<file path="config.mk">
export PLATFORM = sky130hd
export DESIGN_NAME = utf8_char_tokenizer
export DESIGN_NICKNAME = d
export VERILOG_FILES = /design/src/rtl/u8tok_pkg.sv /design/src/rtl/u8tok_decode.sv /design/src/rtl/utf8_char_tokenizer.sv
export SDC_FILE = /design/constraint.sdc
export NUM_CORES = 1
export LEC_CHECK = 0
export BUFFER_PORTS_ARGS = -buffer_cell sky130_fd_sc_hd__buf_4
export CORE_UTILIZATION = 55
export CTS_BUF_LIST = sky130_fd_sc_hd__clkbuf_16
export DETAILED_ROUTE_END_ITERATION = 8
export GPL_TIMING_DRIVEN = 0
export PLACE_DENSITY = 0.82
export REMOVE_ABC_BUFFERS = 1
export SLEW_MARGIN = 25
export SYNTH_ARGS = -nofsm -noshare
export SYNTH_HDL_FRONTEND = slang
export SYNTH_SLANG_ARGS = --single-unit
</file>
<file path="constraint.sdc">
create_clock -name clk -period 3.8 [get_ports clk]
set_input_delay 0.38 -clock clk [delete_from_list [all_inputs] [get_ports clk]]
set_output_delay 0.38 -clock clk [all_outputs]
set_load 0.1 [all_outputs]
</file>
<file path="src/rtl/u8tok_pkg.sv">
// Package with token codes, symbol table and lookup function for the tokenizer.
`default_nettype none

package u8tok_pkg;

    localparam int BYTE_W  = 8;
    localparam int TOKEN_W = 7;
    localparam int CP_W    = 21;

    localparam logic [TOKEN_W-1:0] TOK_UNK        = 7'd1;
    localparam logic [TOKEN_W-1:0] TOK_BOS        = 7'd2;
    localparam logic [TOKEN_W-1:0] TOK_EOS        = 7'd3;
    localparam logic [TOKEN_W-1:0] TOK_PUNCT_BASE = 7'd4;
    localparam logic [TOKEN_W-1:0] TOK_UPPER_BASE = 7'd28;
    localparam logic [TOKEN_W-1:0] TOK_LOWER_BASE = 7'd54;
    localparam logic [TOKEN_W-1:0] TOK_MAX        = 7'd79;

    localparam int NUM_PUNCT = 24;

    localparam logic [CP_W-1:0] PUNCT_CP [NUM_PUNCT] = '{
        21'h3B, 21'h3A, 21'h2C, 21'h2E, 21'h21, 21'h3F,
        21'hA1, 21'hBF, 21'h2014, 21'h2026, 21'h22, 21'hAB,
        21'hBB, 21'h201C, 21'h201D, 21'h28, 21'h29, 21'h20,
        21'h2A, 21'h7E, 21'h2D, 21'h2F, 21'h5C, 21'h26
    };

    // Up to two tokens produced by one text word, in emission order.
    typedef struct packed {
        logic [1:0]         cnt;
        logic [TOKEN_W-1:0] tok0;
        logic [TOKEN_W-1:0] tok1;
    } tok_pair_t;

    function automatic logic [TOKEN_W-1:0] lookup_symbol(input logic [CP_W-1:0] cp);
        logic [TOKEN_W-1:0] id;
        id = TOK_UNK;
        for (int i = 0; i < NUM_PUNCT; i++) begin
            if (cp == PUNCT_CP[i]) begin
                id = TOKEN_W'(int'(TOK_PUNCT_BASE) + i);
            end
        end
        if (cp >= 21'h41 && cp <= 21'h5A) begin
            id = TOKEN_W'(cp[TOKEN_W-1:0] - 7'h41 + TOK_UPPER_BASE);
        end
        if (cp >= 21'h61 && cp <= 21'h7A) begin
            id = TOKEN_W'(cp[TOKEN_W-1:0] - 7'h61 + TOK_LOWER_BASE);
        end
        return id;
    endfunction

endpackage

`default_nettype wire

</file>
<file path="src/rtl/u8tok_decode.sv">
// UTF-8 decoder state and token selection for one text word.
`default_nettype none

module u8tok_decode (
    input  wire logic                          clk,
    input  wire logic                          rst_n,
    input  wire logic                          step,
    input  wire logic [u8tok_pkg::BYTE_W-1:0]  byte_in,
    output u8tok_pkg::tok_pair_t               pair
);
    import u8tok_pkg::*;

    logic            started_reg, started_next;
    logic [1:0]      pending_reg, pending_next;
    logic [CP_W-1:0] accum_reg, accum_next;

    logic [CP_W-1:0]    shifted_cp;
    logic [1:0]         body_cnt;
    logic [TOKEN_W-1:0] body0;
    logic [TOKEN_W-1:0] body1;

    assign shifted_cp = {accum_reg[CP_W-7:0], byte_in[5:0]};

    always_comb
    begin
        started_next = 1'b1;
        pending_next = pending_reg;
        accum_next   = accum_reg;
        body_cnt     = 2'd0;
        body0        = TOK_EOS;
        body1        = TOK_EOS;
        if (byte_in == '0)
        begin
            started_next = 1'b0;
            pending_next = 2'd0;
            accum_next   = '0;
            if (pending_reg != 2'd0)
            begin
                body_cnt = 2'd2;
                body0    = TOK_UNK;
            end
            else
            begin
                body_cnt = 2'd1;
            end
        end
        else if (pending_reg != 2'd0)
        begin
            pending_next = pending_reg - 2'd1;
            accum_next   = shifted_cp;
            if (pending_reg == 2'd1)
            begin
                body_cnt   = 2'd1;
                body0      = lookup_symbol(shifted_cp);
                accum_next = '0;
            end
        end
        else if (!byte_in[7])
        begin
            body_cnt = 2'd1;
            body0    = lookup_symbol({13'd0, byte_in});
        end
        else if (byte_in[7:5] == 3'b110)
        begin
            accum_next   = {16'd0, byte_in[4:0]};
            pending_next = 2'd1;
        end
        else if (byte_in[7:4] == 4'b1110)
        begin
            accum_next   = {17'd0, byte_in[3:0]};
            pending_next = 2'd2;
        end
        else
        begin
            accum_next   = {18'd0, byte_in[2:0]};
            pending_next = 2'd3;
        end
    end

    // A new text always leads with the begin token; the body then holds at most one token.
    always_comb
    begin
        if (!started_reg)
        begin
            pair.cnt  = body_cnt + 2'd1;
            pair.tok0 = TOK_BOS;
            pair.tok1 = body0;
        end
        else
        begin
            pair.cnt  = body_cnt;
            pair.tok0 = body0;
            pair.tok1 = body1;
        end
    end

    always_ff @(posedge clk or negedge rst_n)
    begin
        if (!rst_n)
        begin
            started_reg <= 1'b0;
            pending_reg <= 2'd0;
            accum_reg   <= '0;
        end
        else if (step)
        begin
            started_reg <= started_next;
            pending_reg <= pending_next;
            accum_reg   <= accum_next;
        end
    end

endmodule

`default_nettype wire

</file>
<file path="src/rtl/utf8_char_tokenizer.sv">
// An accepted text word is registered in the input stage, then decoded into the token buffer.
// Throughput: one text word per cycle while each word gives at most one token and the token
// port accepts; a two-token word holds the input until its first token has been taken.
// The buffer drains one token per cycle while token_ready is high, which sets the peak rate.
// Reset is asynchronous and active low; it closes any open text and empties all stages.
`default_nettype none

module utf8_char_tokenizer (
    input  wire logic                          clk,
    input  wire logic                          rst_n,
    input  wire logic                          text_valid,
    output logic                               text_ready,
    input  wire logic [u8tok_pkg::BYTE_W-1:0]  text_byte,
    output logic                               token_valid,
    input  wire logic                          token_ready,
    output logic [u8tok_pkg::TOKEN_W-1:0]      token_id,
    output logic                               run_last
);
    import u8tok_pkg::*;

    logic               in_vld_reg, in_vld_next;
    logic [BYTE_W-1:0]  in_byte_reg;
    logic [1:0]         cnt_reg, cnt_next;
    logic [TOKEN_W-1:0] tok0_reg, tok0_next;
    logic [TOKEN_W-1:0] tok1_reg;

    tok_pair_t pair;
    logic      pop;
    logic      pair_free;
    logic      process;
    logic      load;

    u8tok_decode u_decode (
        .clk     (clk),
        .rst_n   (rst_n),
        .step    (process),
        .byte_in (in_byte_reg),
        .pair    (pair)
    );

    assign token_valid = (cnt_reg != 2'd0);
    assign token_id    = tok0_reg;
    assign run_last    = (cnt_reg == 2'd1);

    assign pop        = token_valid && token_ready;
    assign pair_free  = (cnt_reg == 2'd0) || ((cnt_reg == 2'd1) && token_ready);
    assign process    = in_vld_reg && ((pair.cnt == 2'd0) || pair_free);
    assign load       = process && (pair.cnt != 2'd0);
    assign text_ready = !in_vld_reg || process;

    always_comb
    begin
        in_vld_next = in_vld_reg;
        if (text_valid && text_ready)
        begin
            in_vld_next = 1'b1;
        end
        else if (process)
        begin
            in_vld_next = 1'b0;
        end

        cnt_next  = cnt_reg;
        tok0_next = tok0_reg;
        if (load)
        begin
            cnt_next  = pair.cnt;
            tok0_next = pair.tok0;
        end
        else if (pop)
        begin
            cnt_next  = cnt_reg - 2'd1;
            tok0_next = tok1_reg;
        end
    end

    always_ff @(posedge clk or negedge rst_n)
    begin
        if (!rst_n)
        begin
            in_vld_reg <= 1'b0;
            cnt_reg    <= 2'd0;
        end
        else
        begin
            in_vld_reg <= in_vld_next;
            cnt_reg    <= cnt_next;
        end
    end

    always_ff @(posedge clk)
    begin
        if (text_valid && text_ready)
        begin
            in_byte_reg <= text_byte;
        end
        tok0_reg <= tok0_next;
        if (load)
        begin
            tok1_reg <= pair.tok1;
        end
    end

endmodule

`default_nettype wire

</file>
==> results of run 1 <==
-- cell type report --
| class | instances | share of cell area |
|---|---|---|
| Clock buffer | 6 | 0.0386 |
| Sequential cell | 43 | 0.305 |
| Multi-Input combinational cell | 361 | 0.562 |
| Clock inverter | 2 | 0.00964 |
| Timing Repair Buffer | 22 | 0.0431 |
| Inverter | 18 | 0.0174 |
| Tap cell | 77 | 0.0248 |
-- per-stage QoR --
step	total power (uW)	cell area [um^2]	hold slack [ps]
floorplan	2270	3430	84.4
global placement	2670	3690	277
detailed placement	2720	3690	279
CTS	3250	3890	267
global route	3470	3890	262
finish	3300	3890	266
-- cell families (layout without fill, tap and decap cells) --
| kind of cell | count (synthesis) | in the layout | share of synthesized area |
|---|---|---|---|
| buffers and inverters | 53 | 48 | 0.0737 |
| AND/OR/NAND/NOR | 215 | 215 | 0.312 |
| adder cells (fa/ha/maj) | 7 | 7 | 0.0241 |
| flip-flops | 43 | 43 | 0.326 |
| AO/OA/AOI/OAI | 130 | 130 | 0.241 |
| XOR/XNOR | 7 | 7 | 0.0169 |
| multiplexers | 2 | 2 | 0.00585 |
-- critical path: cells and delay by family, from the launching register on --
kind                     cells  cell delay [ps]
buffers and inverters        1              330
flip-flops                   1              600
adder cells (fa/ha/maj)      1              570
AO/OA/AOI/OAI                3              530
AND/OR/NAND/NOR              5             1460
-- power by group through the flow --
| stage | Combinational (uW) | Sequential (uW) | Clock (uW) |
|---|---|---|---|
| floorplan | 1110 | 1160 | 0 |
| global placement | 1720 | 946 | 0 |
| detailed placement | 1760 | 959 | 0 |
| CTS | 1770 | 950 | 530 |
| global route | 1930 | 983 | 552 |
| finish | 1800 | 964 | 532 |
-- synthesized netlist by cell type, types with 4 or more instances --
| master | instances | area share |
|---|---|---|
| nor2b_1 | 7 | 0.012 |
| or3_1 | 7 | 0.012 |
| a31oi_1 | 7 | 0.012 |
| nand2_1 | 72 | 0.074 |
| nor4_1 | 11 | 0.019 |
| buf_2 | 6 | 0.0083 |
| nand4_1 | 6 | 0.010 |
| nor2_1 | 35 | 0.036 |
| o22ai_1 | 8 | 0.014 |
| a211oi_1 | 6 | 0.012 |
| ha_1 | 7 | 0.024 |
| nand2b_1 | 10 | 0.017 |
| o31ai_1 | 8 | 0.017 |
| o21ai_0 | 24 | 0.033 |
| buf_6 | 5 | 0.015 |
| xnor2_1 | 6 | 0.014 |
| nand3_1 | 21 | 0.029 |
| edfxtp_1 | 22 | 0.18 |
| dfrtp_1 | 21 | 0.14 |
| nor3_1 | 9 | 0.012 |
| clkbuf_1 | 18 | 0.019 |
| and2_1 | 6 | 0.010 |
| inv_1 | 16 | 0.017 |
| o21ai_1 | 4 | 0.0055 |
| a21oi_1 | 29 | 0.040 |
-- per-layer routing --
| metal | track usage | vias to the layer above |
|---|---|---|
| met5 | 0 | - |
| met4 | 0.129 | 0 |
| met3 | 0.0388 | 41 |
| met2 | 0.490 | 272 |
| met1 | 0.440 | 1824 |
| li1 | - | 1683 |
-- worst min path at each step --
stage	to	startpoint	cells after the start
finish	in_byte_reg[5]	text_byte[5]	1
global placement	u_decode.accum_reg[12]	rst_n	1
CTS	in_byte_reg[2]	text_byte[2]	1
floorplan	cnt_reg[0]	rst_n	0
global route	in_byte_reg[4]	text_byte[4]	1
detailed placement	u_decode.accum_reg[14]	rst_n	1
-- repair_timing --
| item | in CTS | in global routing |
|---|---|---|
| hold buffers | 1 | 0 |
| setup endpoints to repair | 0 | 1 |
| gates resized for setup | 0 | 1 |
| hold endpoints to repair | 21 | 0 |
==> impl_metrics.csv, run 1 <==
group,metric,value,unit
floorplanning,core,6350,um^2
final_layout,post_route_cells_drive_above_1_share,0.128,
pwr,p_leak,0.00150,uW
clocking,cts_inserted_buffers,5,
pwr,p_switching,1730,uW
worst_setup_path,cp.required,3920,ps
worst_setup_path,critical_path.cell_chain,"inv_1, ha_1, or3b_1, nor2b_1, nor2_1, a21boi_0, nand3_1, a21o_1, nand3_1, o31ai_1",
worst_setup_path,timing.rr.start,"in_byte_reg[0]",
placed_design,place_ws,224,ps
routing,met1_length,4590,um
pwr,seqPwrFrac,0.292,
timing,layout_min_cycle_time,3680,ps
final_layout,seq_area,1190,um^2
run_status,outcome,"finished, final reports clean",
worst_setup_path,cp_max_fo,13,
clocking,clk-insertion-delay-late,290,ps
timing,finClkSkew,5.78,ps
timing,finalSetupViolations,0,
placed_design,io_buffers,21,
yosys,avgSynthCellArea,7.95,um^2
final_layout,mostFrequentLayoutCell,"nand2_1",
placed_design,dp_hpwl,7550,um
worst_setup_path,setup.worst_path.end,"token_id[0]",
routing,routed.top_layer,"met4",
final_layout,largest_reg_flops,15,
pwr,clkPwrFrac,0.161,
timing,tns,0,ps
floorplanning,chipHeight,83.3,um
timing,worst_pin_slew,1100,ps
routing,viasPerCell,7.22,
worst_setup_path,reg2reg_to,"token_id[0]",
clocking,post-cts-setup-buffer-count,0,
routing,antenna_left,0,
yosys,ys_warn_count,0,
yosys,yosysSeqAreaShare,0.326,
timing,max_slew_margin,0.268,
pwr,pwr-share-comb,0.547,
routing,wl_met2,4980,um
final_layout,syn2layout_area_growth,7.13,%
final_layout,nNetsFinal,470,
worst_setup_path,cp_common_cell,"nand3_1",
routing,first_iter_violations,575,
clocking,h-tree-depth,2,
routing,wl_met3,983,um
grt,grt_max_degree,33,
worst_setup_path,crit_path_max_incr_delay,600,ps
final_layout,utilization,0.613,
final_layout,nFillCells,553,
timing,finalWorstSetupSlack,124,ps
clocking,clock-root-buffer,"clkbuf_16",
pwr,powerDensity,848,nW/um^2
yosys,synth_area,3630,um^2
routing,drt-pass1-iter-count,6,
worst_setup_path,end_kind,"flop",
final_layout,multi_input_area,2190,um^2
grt,antenna_found_initial,0,
timing,rsz0062_at_grt,"false",
timing,finalCritPeriodShare,0.967,
worst_setup_path,r2r_cells,10,
routing,drc,0,
pwr,cell_internal_pwr,1570,uW
pwr,worst_ir_drop_vdd,681,uV
routing,wire_per_inst,20.7,um
worst_setup_path,setup.worst_path.start,"in_byte_reg[0]",
timing,drv_slew,0,
clocking,cts_num_sinks,43,
yosys,ys_seq_elements,43,
timing,fmax,272,MHz
placed_design,placed_cells,520,
floorplanning,ios,22,
pwr,switching_share,0.524,
grt,grt_pass1_wl,17400,um
run,cap_viol_max_count,0,
grt,grt_pass1_vias,3414,
worst_setup_path,startpoint_type,"flop",
routing,wirelength,10900,um
floorplanning,dieArea,6940,um^2
worst_setup_path,critical_path_class,"reg2reg",
routing,num_vias,3820,
yosys,synthArstFlopShare,0.488,
floorplanning,die_w,83.3,um
worst_setup_path,cp_slowest_cell,"edfxtp_1",
yosys,synth_cell_types,80,
grt,grt_remaining_overflow,0,
clocking,clk_path_buf_depth,2,
worst_setup_path,rrSetupSlack,120,ps
final_layout,diodes,0,
yosys,postSynthCellCount,457,
floorplanning,num_rows,29,
worst_setup_path,worst_ep_arrival_time,3800,ps
clocking,tritoncts,"done",
placed_design,place_congestion,0.936,
yosys,synth-edff-count,22,
timing,hold_viol,0,
grt,grt_usage,0.313,
yosys,ys.flop_type,"edfxtp_1",
clocking,clkSlewWorstSetupHoldPaths,60,ps
floorplanning,initial_utilization,0.572,
final_layout,final_cells,529,
hold_path,hold_class,"in2reg",
final_layout,most-common-layout-cells,"72 x nand2_1, 35 x nor2_1, 29 x a21oi_1",
(Power assumes the default switching activity.)
==> run 2, diff against run 1 <==
SETUP_SLACK_MARGIN = 0.2   (was default)
==> impl_metrics.csv, run 2 (same netlist as run 1, synthesis figures left out) <==
group,metric,value,unit
pwr,clkPwrFrac,0.161,
floorplanning,ios,22,
run_status,outcome,"finished, final reports clean",
placed_design,dp_hpwl,7550,um
routing,wl_met2,4990,um
clocking,cts_inserted_buffers,5,
clocking,clk_path_buf_depth,2,
routing,drc,0,
routing,num_vias,3783,
grt,grt_max_degree,33,
timing,drv_slew,0,
clocking,clkSlewWorstSetupHoldPaths,60,ps
placed_design,post_dp_cell_area,3690,um^2
pwr,seqPwrFrac,0.289,
floorplanning,core,6350,um^2
routing,wl_met3,984,um
final_layout,largest_reg_flops,15,
final_layout,diodes,0,
timing,worst_pin_slew,1090,ps
clocking,h-tree-depth,2,
worst_setup_path,cp_max_fo,13,
pwr,switching_share,0.524,
clocking,clk-insertion-delay-late,290,ps
hold_path,hold_class,"in2reg",
final_layout,multi_input_area,2200,um^2
timing,layout_min_cycle_time,3520,ps
grt,antenna_found_initial,0,
hold_path,min_path_cells,1,
pwr,p_leak,0.00151,uW
final_layout,post_route_cells_drive_above_1_share,0.139,
timing,finClkSkew,6.11,ps
grt,grt_pass1_wl,17400,um
timing,finalWorstSetupSlack,283,ps
floorplanning,initial_utilization,0.572,
timing,finalSetupViolations,0,
worst_setup_path,cp_slowest_cell,"edfxtp_1",
placed_design,place_ws,224,ps
routing,routed.top_layer,"met4",
routing,first_iter_violations,667,
worst_setup_path,r2r_cells,10,
final_layout,seq_area,1190,um^2
worst_setup_path,critical_path_class,"reg2reg",
grt,grt_usage,0.313,
floorplanning,die_w,83.3,um
worst_setup_path,crit_path_max_incr_delay,580,ps
final_layout,mostFrequentLayoutCell,"nand2_1",
worst_setup_path,end_kind,"flop",
worst_setup_path,critical_path.cell_chain,"inv_1, ha_2, nand2b_1, or3_1, nor3_1, o2111ai_2, o31ai_1, a32oi_1, a31o_1, a22o_1",
pwr,pwr-share-comb,0.550,
timing,fmax,284,MHz
placed_design,place_congestion,0.936,
floorplanning,num_rows,29,
final_layout,most-common-layout-cells,"72 x nand2_1, 35 x nor2_1, 29 x a21oi_1",
clocking,cts_num_sinks,43,
pwr,cell_internal_pwr,1580,uW
timing,finalCritPeriodShare,0.926,
timing,hold_viol,0,
final_layout,nNetsFinal,471,
routing,met1_length,4620,um
clocking,clock-root-buffer,"clkbuf_16",
routing,antenna_left,0,
routing,wire_per_inst,20.7,um
final_layout,finalInstanceArea,3920,um^2
placed_design,io_buffers,21,
routing,viasPerCell,7.14,
final_layout,utilization,0.617,
pwr,p_switching,1740,uW
timing,tns,0,ps
final_layout,syn2layout_area_growth,7.89,%
floorplanning,chipHeight,83.3,um
pwr,powerDensity,845,nW/um^2
final_layout,nFillCells,543,
grt,grt_pass1_vias,3414,
grt,grt_remaining_overflow,0,
timing,max_slew_margin,0.271,
floorplanning,dieArea,6940,um^2
pwr,worst_ir_drop_vdd,687,uV
worst_setup_path,startpoint_type,"flop",
run,cap_viol_max_count,0,
worst_setup_path,worst_ep_arrival_time,3560,ps
clocking,tritoncts,"done",
timing,rsz0062_at_grt,"false",
routing,wirelength,11000,um
worst_setup_path,cp.required,3850,ps
routing,drt-pass1-iter-count,6,
run 2: changes by cell type in the layout (fill, tap and decap cells not counted):
cell,before,now
nand3_1,21,20
o2111ai_2,0,1
ha_1,6,4
o2111ai_1,1,0
nand3_2,0,1
buf_6,0,1
ha_2,1,3
run 2: worst paths after layout:
path / start / end / slack [ps]
max: in_byte_reg[1] / token_id[3] / 280
min: text_byte[5] / in_byte_reg[5] / 270
max reg2reg: in_byte_reg[1] / token_id[3] / 280
min reg2reg: u_decode.accum_reg[10] / u_decode.accum_reg[10] / 500
max in group asynchronous: rst_n / u_decode.accum_reg[0] / 3040
min in group asynchronous: rst_n / u_decode.accum_reg[14] / 540
run 2: cell type report:
| type | count | share of cell area |
|---|---|---|
| timing repair buffer | 23 | 0.0456 |
| sequential | 43 | 0.303 |
| inverter | 18 | 0.0172 |
| clock inverter | 2 | 0.00958 |
| clock buffer | 6 | 0.0383 |
| tap | 77 | 0.0246 |
| multi-input combinational | 361 | 0.562 |
run 2: what timing repair did:
| action | 4_1_cts | 5_1_grt |
|---|---|---|
| resized for setup | 1 | 4 |
| endpoints found under the hold margin | 21 | 0 |
| setup buffers | 0 | 1 |
| setup endpoints to repair | 1 | 10 |
| hold buffers | 1 | 0 |
run 2: metrics by stage:
step / power (uW) / hold slack [ps] / instances
floorplan: 2270 / 84.4 / 422
global placement: 2670 / 277 / 520
detailed placement: 2720 / 279 / 520
CTS: 3250 / 267 / 529
global route: 3480 / 262 / 530
finish: 3310 / 266 / 530
run 2: layer usage:
layer  GRT usage  vias up
met4       0.129        0
met1       0.440     1796
met2       0.490      258
met5           0        -
li1            -     1681
met3      0.0388       48
run 2: power by group through the flow:
stage                     registers, uW  logic [uW]  clock network (uW)
after global routing                976        1960                 552
after global placement              946        1720                   0
after floorplan                    1160        1110                   0
after CTS                           950        1770                 530
after detailed placement            959        1760                   0
final                               958        1820                 533
run 2: worst max-delay path, delay by kind of cell (launching register included):
kind                     cells  cell delay (ps)
AND/OR/NAND/NOR              3              830
adder cells (fa/ha/maj)      1              370
flip-flops                   1              580
AO/OA/AOI/OAI                5             1280
buffers and inverters        1              220
